### config.mk
export PLATFORM = sky130hd
export DESIGN_NAME = fir32_sample_filter
export DESIGN_NICKNAME = d
export VERILOG_FILES = /design/src/sv/fir32_pkg.sv /design/src/sv/fir32_seq.sv /design/src/sv/fir32_dp.sv /design/src/sv/fir32_sample_filter.sv
export SDC_FILE = /design/constraint.sdc
export NUM_CORES = 2
export LEC_CHECK = 0
export ABC_AREA = 0
export ABC_CLOCK_PERIOD_IN_PS = 8100
export BUFFER_PORTS_ARGS = -buffer_cell sky130_fd_sc_hd__buf_2
export CAP_MARGIN = 0
export CORE_UTILIZATION = 28
export CTS_BUF_LIST = sky130_fd_sc_hd__clkbuf_4
export CTS_CLUSTER_SIZE = 12
export DETAILED_ROUTE_END_ITERATION = 12
export MAX_ROUTING_LAYER = met4
export PLACE_DENSITY = 0.52
export SLEW_MARGIN = 20
export SYNTH_ARGS = -nofsm -noshare
export SYNTH_HDL_FRONTEND = slang
export SYNTH_SLANG_ARGS = --single-unit
### constraint.sdc
create_clock -name aclk -period 8.1 [get_ports aclk]
set_clock_uncertainty 0.1 [all_clocks]
set_input_delay 1.62 -clock aclk [delete_from_list [all_inputs] [get_ports aclk]]
set_output_delay 1.62 -clock aclk [all_outputs]
set_load 0.02 [all_outputs]
### src/sv/fir32_pkg.sv
// ----------------------------------------------------------------------------
// fir32_pkg
// Shared constants, the coefficient table, the microcode word and the
// microprogram of the 32-tap sample filter.
// ----------------------------------------------------------------------------
package fir32_pkg;

    // Default sizes
    localparam int DEF_TAPS        = 32;
    localparam int DEF_SAMPLE_BITS = 12;
    localparam int DEF_WEIGHT_BITS = 32;

    // Coefficient table: unsigned Q1.31, entry k weights the sample delayed by TAPS-1-k
    localparam int ROM_DEPTH = 32;
    localparam int ROM_BITS  = 32;

    localparam logic [ROM_BITS-1:0] WEIGHT_ROM [ROM_DEPTH] = '{
        32'd2291,      32'd5101,      32'd9403,      32'd16001,     32'd25464,
        32'd38051,     32'd53614,     32'd71498,     32'd90428,     32'd108419,
        32'd122728,    32'd129871,    32'd125727,    32'd105754,    32'd65289,
        32'd10745553,  32'd12002313,  32'd15869677,  32'd22172514,  32'd30629725,
        32'd40866756,  32'd52432148,  32'd64817358,  32'd77478988,  32'd89862469,
        32'd101426172, 32'd111664921, 32'd120131893, 32'd126457991, 32'd130367841,
        32'd131691727, 32'd130367841
    };

    // Taps past the end of the table weigh zero
    function automatic logic [ROM_BITS-1:0] weight_at(input logic [7:0] k);
        logic [ROM_BITS-1:0] w;
        w = '0;
        if (k < 8'(ROM_DEPTH)) begin
            w = WEIGHT_ROM[k[4:0]];
        end
        return w;
    endfunction

    // Microprogram step addresses
    localparam int STEP_W = 2;
    typedef logic [STEP_W-1:0] step_t;

    localparam step_t STEP_IDLE  = 2'd0;
    localparam step_t STEP_ISSUE = 2'd1;
    localparam step_t STEP_DRAIN = 2'd2;
    localparam step_t STEP_EMIT  = 2'd3;

    // Jump conditions
    typedef enum logic [1:0] {
        COND_NO_INPUT  = 2'd0,
        COND_MORE_TAPS = 2'd1,
        COND_PIPE_BUSY = 2'd2,
        COND_OUT_BUSY  = 2'd3
    } cond_t;

    // One control word
    typedef struct packed {
        logic  take;    // offer s_tready, load the request on handshake
        logic  issue;   // send one tap into the multiply-accumulate pipe
        logic  emit;    // load the result register, store the sample
        cond_t cond;    // when true, jump to target
        step_t target;  // otherwise fall through to the next step
    } ctrl_t;

    // Datapath status seen by the sequencer
    typedef struct packed {
        logic in_valid;
        logic more_taps;
        logic pipe_busy;
        logic out_busy;
    } status_t;

    // The program; the last step falls through back to step zero
    localparam ctrl_t PROGRAM [4] = '{
        '{take: 1'b1, issue: 1'b0, emit: 1'b0, cond: COND_NO_INPUT,  target: STEP_IDLE},
        '{take: 1'b0, issue: 1'b1, emit: 1'b0, cond: COND_MORE_TAPS, target: STEP_ISSUE},
        '{take: 1'b0, issue: 1'b0, emit: 1'b0, cond: COND_PIPE_BUSY, target: STEP_DRAIN},
        '{take: 1'b0, issue: 1'b0, emit: 1'b1, cond: COND_OUT_BUSY,  target: STEP_EMIT}
    };

endpackage

### src/sv/fir32_seq.sv
// ----------------------------------------------------------------------------
// fir32_seq
// Microcode sequencer: step counter, program table lookup and conditional
// jumps on datapath status.
// ----------------------------------------------------------------------------
module fir32_seq (
    input  logic                aclk,
    input  logic                aresetn,
    input  fir32_pkg::status_t  status,
    output fir32_pkg::ctrl_t    ctrl
);

    fir32_pkg::step_t pc_reg;
    fir32_pkg::step_t pc_next;
    logic             jump;

    // Fetch the current control word
    assign ctrl = fir32_pkg::PROGRAM[pc_reg];

    // Evaluate the jump condition
    always_comb begin
        unique case (ctrl.cond)
            fir32_pkg::COND_NO_INPUT:  jump = !status.in_valid;
            fir32_pkg::COND_MORE_TAPS: jump = status.more_taps;
            fir32_pkg::COND_PIPE_BUSY: jump = status.pipe_busy;
            fir32_pkg::COND_OUT_BUSY:  jump = status.out_busy;
        endcase
    end

    // Jump or fall through; the step counter wraps after the last step
    assign pc_next = jump ? ctrl.target : pc_reg + fir32_pkg::step_t'(1);

    always_ff @(posedge aclk) begin
        if (!aresetn) begin
            pc_reg <= fir32_pkg::STEP_IDLE;
        end else begin
            pc_reg <= pc_next;
        end
    end

endmodule

### src/sv/fir32_dp.sv
// ----------------------------------------------------------------------------
// fir32_dp
// Datapath: sample history memory, coefficient lookup, shared multiplier and
// accumulator, scaling with saturation, and the result register.
// ----------------------------------------------------------------------------
module fir32_dp #(
    parameter int TAPS        = fir32_pkg::DEF_TAPS,
    parameter int SAMPLE_BITS = fir32_pkg::DEF_SAMPLE_BITS,
    parameter int WEIGHT_BITS = fir32_pkg::DEF_WEIGHT_BITS,
    parameter int DATA_W      = ((SAMPLE_BITS + 7) / 8) * 8
) (
    input  logic                aclk,
    input  logic                aresetn,
    input  fir32_pkg::ctrl_t    ctrl,
    output fir32_pkg::status_t  status,
    input  logic                s_tvalid,
    output logic                s_tready,
    input  logic [DATA_W-1:0]   s_tdata,
    output logic                m_tvalid,
    input  logic                m_tready,
    output logic [DATA_W-1:0]   m_tdata
);

    localparam int HIST   = TAPS - 1;
    localparam int PTR_W  = (HIST > 1) ? $clog2(HIST) : 1;
    localparam int TAP_W  = $clog2(TAPS);
    localparam int PROD_W = WEIGHT_BITS + SAMPLE_BITS;
    localparam int ACC_W  = PROD_W + $clog2(TAPS);
    localparam int Y_W    = ACC_W - (WEIGHT_BITS - 1);

    // History memory and its per-entry valid bits
    logic [SAMPLE_BITS-1:0] hist_mem [HIST];
    logic [HIST-1:0]        valid_reg;
    logic [SAMPLE_BITS-1:0] rd_data_reg;

    logic [SAMPLE_BITS-1:0] x_reg;
    logic [TAP_W-1:0]       d_reg;
    logic [PTR_W-1:0]       rd_ptr_reg;
    logic [PTR_W-1:0]       wr_slot_reg;

    // Pipe stage B: operands
    logic                   b_valid_reg;
    logic                   b_use_x_reg;
    logic                   b_vbit_reg;
    logic [WEIGHT_BITS-1:0] b_weight_reg;
    // Pipe stage C: product
    logic                   c_valid_reg;
    logic [PROD_W-1:0]      prod_reg;
    logic [ACC_W-1:0]       acc_reg;

    logic                   out_valid_reg;
    logic [SAMPLE_BITS-1:0] out_data_reg;

    logic                      take;
    logic                      emit;
    logic                      out_busy;
    logic [TAP_W-1:0]          k_tap;
    logic [fir32_pkg::ROM_BITS-1:0] w_full;
    logic [SAMPLE_BITS-1:0]    sample_b;
    logic [PROD_W-1:0]         prod_next;
    logic [PTR_W-1:0]          rd_ptr_init;
    logic [PTR_W-1:0]          rd_ptr_dec;
    logic [PTR_W-1:0]          wr_slot_inc;
    logic [Y_W-1:0]            y_val;
    logic [SAMPLE_BITS-1:0]    filtered;

    // Handshake qualifiers
    assign out_busy = out_valid_reg && !m_tready;
    assign take     = ctrl.take && s_tvalid;
    assign emit     = ctrl.emit && !out_busy;
    assign s_tready = ctrl.take;

    assign status.in_valid  = s_tvalid;
    assign status.more_taps = d_reg != TAP_W'(TAPS - 1);
    assign status.pipe_busy = b_valid_reg || c_valid_reg;
    assign status.out_busy  = out_busy;

    // Weight for delay d is table entry TAPS-1-d, scaled to WEIGHT_BITS
    assign k_tap  = TAP_W'(TAPS - 1) - d_reg;
    assign w_full = fir32_pkg::weight_at(8'(k_tap));

    // Circular pointer arithmetic over the history
    assign rd_ptr_init = (wr_slot_reg == '0) ? PTR_W'(HIST - 1) : wr_slot_reg - PTR_W'(1);
    assign rd_ptr_dec  = (rd_ptr_reg == '0) ? PTR_W'(HIST - 1) : rd_ptr_reg - PTR_W'(1);
    assign wr_slot_inc = (wr_slot_reg == PTR_W'(HIST - 1)) ? '0 : wr_slot_reg + PTR_W'(1);

    // Tap counter and read pointer
    always_ff @(posedge aclk) begin
        if (take) begin
            x_reg      <= s_tdata[SAMPLE_BITS-1:0];
            d_reg      <= '0;
            rd_ptr_reg <= rd_ptr_init;
        end else if (ctrl.issue) begin
            d_reg <= d_reg + TAP_W'(1);
            if (d_reg != '0) begin
                rd_ptr_reg <= rd_ptr_dec;
            end
        end
    end

    // History memory: registered read, write on emit
    always_ff @(posedge aclk) begin
        rd_data_reg <= hist_mem[rd_ptr_reg];
        if (emit) begin
            hist_mem[wr_slot_reg] <= x_reg;
        end
    end

    // Valid bits and write slot
    always_ff @(posedge aclk) begin
        if (!aresetn) begin
            valid_reg   <= '0;
            wr_slot_reg <= '0;
        end else if (emit) begin
            valid_reg[wr_slot_reg] <= 1'b1;
            wr_slot_reg            <= wr_slot_inc;
        end
    end

    // Stage B operands
    always_ff @(posedge aclk) begin
        b_use_x_reg  <= d_reg == '0;
        b_vbit_reg   <= valid_reg[rd_ptr_reg];
        b_weight_reg <= w_full[fir32_pkg::ROM_BITS-1 -: WEIGHT_BITS];
    end

    // Unwritten history entries read as zero
    assign sample_b  = b_use_x_reg ? x_reg : (b_vbit_reg ? rd_data_reg : '0);
    assign prod_next = PROD_W'(b_weight_reg) * PROD_W'(sample_b);

    // Multiply, then accumulate
    always_ff @(posedge aclk) begin
        prod_reg <= prod_next;
        if (take) begin
            acc_reg <= '0;
        end else if (c_valid_reg) begin
            acc_reg <= acc_reg + ACC_W'(prod_reg);
        end
    end

    // Pipe valid flags
    always_ff @(posedge aclk) begin
        if (!aresetn) begin
            b_valid_reg <= 1'b0;
            c_valid_reg <= 1'b0;
        end else begin
            b_valid_reg <= ctrl.issue;
            c_valid_reg <= b_valid_reg;
        end
    end

    // Drop the fraction bits, saturate to the sample range
    assign y_val    = acc_reg[ACC_W-1 -: Y_W];
    assign filtered = (|y_val[Y_W-1:SAMPLE_BITS]) ? '1 : y_val[SAMPLE_BITS-1:0];

    // Result register
    always_ff @(posedge aclk) begin
        if (!aresetn) begin
            out_valid_reg <= 1'b0;
        end else if (emit) begin
            out_valid_reg <= 1'b1;
        end else if (m_tready) begin
            out_valid_reg <= 1'b0;
        end
    end

    always_ff @(posedge aclk) begin
        if (emit) begin
            out_data_reg <= filtered;
        end
    end

    assign m_tvalid = out_valid_reg;
    assign m_tdata  = DATA_W'(out_data_reg);

endmodule

### src/sv/fir32_sample_filter.sv
// ----------------------------------------------------------------------------
// fir32_sample_filter
// 32-tap direct-form FIR filter on unsigned converter samples, run by a
// microcoded sequencer over one shared multiply-accumulate unit.
// ----------------------------------------------------------------------------
//
//  Channel  Dir  Handshake          Payload
//  s_       in   s_tvalid/s_tready  s_tdata[SAMPLE_BITS-1:0] = sample
//  m_       out  m_tvalid/m_tready  m_tdata[SAMPLE_BITS-1:0] = filtered
//
//  One request goes through load, issue of each tap in turn through the
//  shared multiplier, drain of the multiply pipe and emit, since the single
//  multiply-accumulate unit takes the taps one after another.
//  A new request is taken as soon as the result sits in the output register,
//  even while m_tready is low; a second result waits in the emit step.
//  Reset (aresetn low, synchronous) clears the history valid bits, so the
//  history reads as zero, and drops any pending result.
//
module fir32_sample_filter #(
    parameter int TAPS        = fir32_pkg::DEF_TAPS,
    parameter int SAMPLE_BITS = fir32_pkg::DEF_SAMPLE_BITS,
    parameter int WEIGHT_BITS = fir32_pkg::DEF_WEIGHT_BITS
) (
    input  logic                                     aclk,
    input  logic                                     aresetn,
    input  logic                                     s_tvalid,
    output logic                                     s_tready,
    input  logic [((SAMPLE_BITS + 7) / 8) * 8 - 1:0] s_tdata,   // sample
    output logic                                     m_tvalid,
    input  logic                                     m_tready,
    output logic [((SAMPLE_BITS + 7) / 8) * 8 - 1:0] m_tdata    // filtered
);

    localparam int DATA_W = ((SAMPLE_BITS + 7) / 8) * 8;

    fir32_pkg::ctrl_t   ctrl;
    fir32_pkg::status_t status;

    // Sequencer
    fir32_seq u_seq (
        .aclk    (aclk),
        .aresetn (aresetn),
        .status  (status),
        .ctrl    (ctrl)
    );

    // Datapath
    fir32_dp #(
        .TAPS        (TAPS),
        .SAMPLE_BITS (SAMPLE_BITS),
        .WEIGHT_BITS (WEIGHT_BITS),
        .DATA_W      (DATA_W)
    ) u_dp (
        .aclk     (aclk),
        .aresetn  (aresetn),
        .ctrl     (ctrl),
        .status   (status),
        .s_tvalid (s_tvalid),
        .s_tready (s_tready),
        .s_tdata  (s_tdata),
        .m_tvalid (m_tvalid),
        .m_tready (m_tready),
        .m_tdata  (m_tdata)
    );

endmodule

== After elaboration in Yosys (flattened, before gate mapping) ==
Memories as Yosys holds them, arrays and structs flattened. A register that Yosys moved wholly into a read port is not among the register bits.
Index checks and enable logic that the tools add are counted.
Widths: inputs -> output; s select.

* Add/subtract/negate cells: 7
* $mul: 1
* Magnitude comparators: 4
* Equality and inequality tests: 5
* Muxes and demuxes: 21
* Bitwise gates (word level): 3
* Reductions and logical operators: 18

{| class="wikitable"
|+ Operators by type and width
! kind !! number
|-
| $add 49x44->49 || 1
|-
| $mul 32x12->44 || 1
|-
| $or 31x31->31 || 1
|-
| $mux 5 || 6
|-
| $mux 12 || 2
|-
| $logic_not 5->1 || 3
|-
| $bmux 7 s2 || 1
|-
| $mux 7 || 2
|-
| $lt 5x6->1 const B || 2
|-
| $add 5x1->5 const B || 2
|-
| $sub 5x1->5 const B || 2
|-
| $mux 1 || 6
|-
| $not 5->6 || 1
|-
| $reduce_bool 2->1 || 3
|-
| $reduce_or 6->1 || 1
|-
| $bmux 1 s5 || 1
|-
| $demux 1 s5 || 1
|-
| $eq 5x5->1 const B || 1
|-
| $ge 5x1->1 const B || 1
|-
| $ne 5x5->1 const B || 1
|-
| $reduce_bool 5->1 || 1
|-
| $sub 5x5->5 const A || 1
|-
| $eq 2x2->1 const B || 2
|-
| $logic_and 1x1->1 || 4
|-
| 10 further kinds || 12
|}

* Flip-flop bits (word level): 170
* Bits in writable memories: 372
* Bits in read-only memories: 1,024
* Input port bits: 20
* Output and inout bits: 18
* Logic and storage cells: 75
* Memories: 2

{| class="wikitable"
|+ Memory list
! memory !! words !! bits a word !! read ports !! clocked after Yosys merged registers in !! write ports !! RTL line !! RTL
|-
| (name not given) || 32 || 32 || 1 || 1 || 0 || fir32_pkg.sv:32 || <nowiki>w = WEIGHT_ROM[k[4:0]];</nowiki>
|-
| u_dp.hist_mem || 31 || 12 || 1 || 1 || 1 || fir32_dp.sv:32 || <nowiki>logic [SAMPLE_BITS-1:0] hist_mem [HIST];</nowiki>
|}

== Longest topological paths before layout ==
* Depth in word-level cells: 7
* Gate-level depth with buffers: 26
* Gate-level depth less buffers: 23

== Modules after synthesis ==
Synthesis repeated with hierarchy kept, for this count alone.

* Cells, all modules: 2,837
* Area total of the unflattened synthesis: 34,221.6 um2

{| class="wikitable"
|+ By module, submodules not included
! module !! instances !! cells an instance !! area each (um2) !! sequential area each (um2)
|-
| fir32_dp || 1 || 2,818 || 34,043.9 || 15,544.9
|-
| fir32_seq || 1 || 19 || 177.7 || 40.0
|}

== Worst setup path before layout ==
Ideal clock, no wire load.

* Path kind: register to register
* From: register u_dp.x_reg[3]
* To: register u_dp.prod_reg[40]
* Library setup time: 0.120 ns
* Data arrival time: 6.349 ns
* Required time: 7.880 ns
* Setup slack: 1.531 ns
* Cell stages (with the launch flop): 23
* Buffers on the path: 2
* Clock period less this slack: 6.569 ns
* Path through: edfxtp_1 -> a22o_1 -> clkbuf_1 -> clkbuf_1 -> nand2_1 -> fa_1 -> inv_1 -> fa_1 -> fa_1 -> fa_1 -> inv_1 -> fa_1 -> inv_1 -> ha_1 -> and3_1 -> a221o_1 -> a2111oi_2 -> a31oi_1 -> a41o_1 -> nand4_1 -> o21a_1 -> a21oi_1 -> a211o_1

* Cells in the longest elaborated chain, start to end: 2

{| class="wikitable"
|+ Ends and longest elaborated chain
! item !! RTL line !! RTL
|-
| from (decl) || fir32_dp.sv:36 || <nowiki>logic [SAMPLE_BITS-1:0] x_reg;</nowiki>
|-
| from (signal assigned) || fir32_dp.sv:90 || <nowiki>x_reg <= s_tdata[SAMPLE_BITS-1:0];</nowiki>
|-
| $mux 12 || fir32_dp.sv:128 || <nowiki>assign sample_b = b_use_x_reg ? x_reg : (b_vbit_reg ? rd_data_reg : '0);</nowiki>
|-
| $mul 32x12->44 || fir32_dp.sv:129 || <nowiki>assign prod_next = PROD_W'(b_weight_reg) * PROD_W'(sample_b);</nowiki>
|-
| via u_dp.prod_next[40] || fir32_dp.sv:60 || <nowiki>logic [PROD_W-1:0] prod_next;</nowiki>
|-
| to (signal assigned) || fir32_dp.sv:133 || <nowiki>prod_reg <= prod_next;</nowiki>
|-
| to (decl) || fir32_dp.sv:48 || <nowiki>logic [PROD_W-1:0] prod_reg;</nowiki>
|}

The timed path passes the listed nets, and every way through them passes these cells.
A chain may end at the register's enable or synchronous reset.

== Worst setup path after layout ==
* From: register u_dp.b_vbit_reg
* To: register u_dp.prod_reg[38]

* Cells in the longest elaborated chain, start to end: 3

{| class="wikitable"
|+ Ends and longest elaborated chain
! item !! RTL line !! RTL
|-
| from (decl) || fir32_dp.sv:44 || <nowiki>logic b_vbit_reg;</nowiki>
|-
| from (signal assigned) || fir32_dp.sv:123 || <nowiki>b_vbit_reg <= valid_reg[rd_ptr_reg];</nowiki>
|-
| $mux 12 (2 in a row) || fir32_dp.sv:128 ||
|-
| $mul 32x12->44 || fir32_dp.sv:129 ||
|-
| via u_dp.prod_next[38] || fir32_dp.sv:60 ||
|}

The timed path passes the listed nets, and every way through them passes these cells.

==> summary.md <==
| Metric | Value |
|---|---|
| Most frequent CP cell | fa_1 |
| # Max-Cap Violations | 0 |
| Commonest cells post-synth | edfxtp_1, nand2_1, inv_1 |
| Core Area | 122000 µm² |
| Post-layout util | roughly a third |
| Mean Syn Cell Area | 11.8 µm² |
| Worst-case clock buffer depth | 3 |
| Area delta synth->final | 11.8% |
| Post-Syn Instances | ~3000 |
| Synthesized flop and latch total | around 580 |
| Fin crit period | roughly 7100 ps |
| Worst Path Arrival | around 7900 ps |
| Yosys warns | 0 |
| R2r worst-path depth | 23 |
| Crit path capture type | flip-flop |
| Worst Path Buf+Inv | 5 |
| Core Rows | around 130 |
| Final setup violating endpoints | 0 |
| Synth area leader | edfxtp_1 |
| Worst path top cell family by delay | adder cells |
| Post-synth EDFFs | approximately 400 |
| DRT Pass-1 Iters | 5 |
| 1st-iter DRT viols | around 1500 |
| Initial antenna violation count | 3 |
| Top cell type's share of synthesized area | between 30% and 40% |
| Post-CTS sizing | 0 |
| CP Data Required Time | about 8900 ps |
| CP Launch Type | flip-flop |
| Placed Instances | between 4000 and 5000 |
| Vias in the first global route | 22900 |
| Final net count | approximately 3400 |
| PortBufs | 29 |
| H-tree depth | 4 |
| Layout cells sized above 1 | roughly 16% |
| Cell area after layout | 38500 µm² |
| IO Count | 38 |
| R2R setup slack | 1040 ps |
| Layout Cells excl Fill | 4751 |
| CP max stage cell | fa_1 |
| Setup CP Type | flip-flop to flip-flop |
| Fraction of registers with async set/reset | 0% |
| DIE WIDTH | between 300 and 400 µm |
| Antenna Violating Nets Remaining | 0 |
| Levels on crit path | 23 |
| Primary FF master, synth | edfxtp_1 |
| Cell Area, Placed | ~37000 µm² |
| DP Wirelength | between 50000 and 60000 µm |
| CP Capture Point | u_dp.prod_reg[38] |
| Fillers | approximately 13000 |
| CTS tree | yes |
| Status | finished, final reports clean |
| Crit-path max FO | 11 |
| Hold_buf cts | 0 |
| Initial Utilization | between 20% and 30% |
| Fin. Hold Viols | 0 |
| Clock-pin transition on the worst setup and hold timing paths | roughly 70 ps |
| Full die area | roughly 120000 µm² |
| Worst Tran Pin Value | around 1100 ps |
| Register area share after synthesis | 45.2% |
| Total grt overflow | 0 |
| Period utilization | 87.2% |
| Cell with the most instances after synthesis | edfxtp_1 |
| Netlist cell types | between 70 and 80 |
| Reg-to-Reg Start | u_dp.b_vbit_reg |
| Ranking of synthesized cells by area | edfxtp_1, fa_1, dfxtp_1 |
| Worst setup startpoint | u_dp.b_vbit_reg |
| Clock Latency Late Sink | roughly 1100 ps |
| Hold Crit Class | flip-flop to flip-flop |
| Synth Cell Area | between 30000 and 40000 µm² |
| CTS sink cnt | approximately 580 |
| Vias post-DR | roughly 22000 |
| FF-to-FF End | u_dp.prod_reg[38] |
| Global-route usage over all layers | 14.1% |
| Worst path max stage delay | 570 ps |
| First-pass GRT wire length | 132000 µm |
| Clock root buffer master | clkbuf_4 |
| Vias per inst | between 4 and 5 |
| Rel. slew slack | 24.8% |
| Worst-path cell chain | nor2b_1 -> buf_4 -> a22o_1 -> buf_4 -> nand2_1 -> fa_1 -> inv_1 -> fa_1 -> inv_1 -> fa_1 -> inv_1 -> fa_1 -> fa_1 -> ha_1 -> a21oi_1 -> nor4_1 -> a2111oi_2 -> a31oi_1 -> a41o_1 -> nor4_2 -> o41ai_1 -> a21oi_1 -> xnor2_1 |
| Total wire length | 84900 µm |
| DRC | 0 |
| F_max | 0.142 GHz |
| WL per Instance | between 15 and 20 µm |
| Cts bufs inserted | 147 |
| Die H | roughly 350 µm |
| RePlAce Congestion | 0.824 |
| Unrepaired setup endpoints after global routing | no |
| Setup Buffers After CTS | 0 |
| Setup TNS | 0 ps |
| Largest net degree at the start of global routing | 65 |
| Pins Over Slew Limit | 0 |
| Max reg flops | ~370 |
worst min-delay path by stage:
stage,from,endpoint,slack [ps],cells after the start
2_1_floorplan,u_dp.b_valid_reg,u_dp.c_valid_reg,320,1
3_3_place_gp,u_dp.valid_reg[3],u_dp.valid_reg[3],340,1
3_5_place_dp,u_dp.valid_reg[11],u_dp.valid_reg[11],350,1
4_1_cts,u_dp.valid_reg[26],u_dp.valid_reg[26],370,1
5_1_grt,u_dp.valid_reg[15],u_dp.valid_reg[15],380,1
6_report,u_dp.valid_reg[18],u_dp.valid_reg[18],360,1
through the flow:
stage	worst slack, ps	hold slack (ps)
global placement	1020	342
global route	539	383
detailed placement	1040	351
finish	1040	363
CTS	989	367
floorplan	1530	324
per-layer routing:
metal	wire length, µm	share of wire [%]	global-route usage [%]	vias up
li1	-	-	-	10300
met1	37700	44	17.9	11300
met2	41100	48	22.6	505
met3	4080	4.8	2.69	135
met4	2010	2.4	4.79	0
met5	0	0	-	-
cell usage in the layout (no fill, tap or decap), drive strengths merged, types with 117 or more instances in the layout:
| master | instances |
|---|---|
| edfxtp | 401 |
| nand2 | 380 |
| inv | 328 |
| fa | 252 |
| clkbuf | 220 |
| dfxtp | 177 |
| ha | 146 |
| nor2 | 144 |
| mux4 | 118 |
| and2 | 117 |
layout make-up:
type	count	area [µm²]	area share [%]
clock buffer	220	1650	4.29
tap	1625	2030	5.28
antenna	9	22.5	0.0585
clock inverter	44	317	0.822
inverter	322	1210	3.14
timing repair buffer	90	603	1.57
sequential	578	15600	40.5
multi-input combinational	1863	17100	44.4
cell families after synthesis:
group           count (synthesis)  share of synthesized area, %
xor+xnor                       67                          1.70
mux                           157                          8.85
other cells                     1                        0.0109
flops                         578                          45.2
buf+inv                       479                          5.28
simple gates                  812                          10.8
compound gates                425                          8.18
fa+ha+maj                     398                          19.9
Power is left out: the tool's default activity adds up to more than one toggle a clock period on the data nets, which glitch-free logic cannot reach.
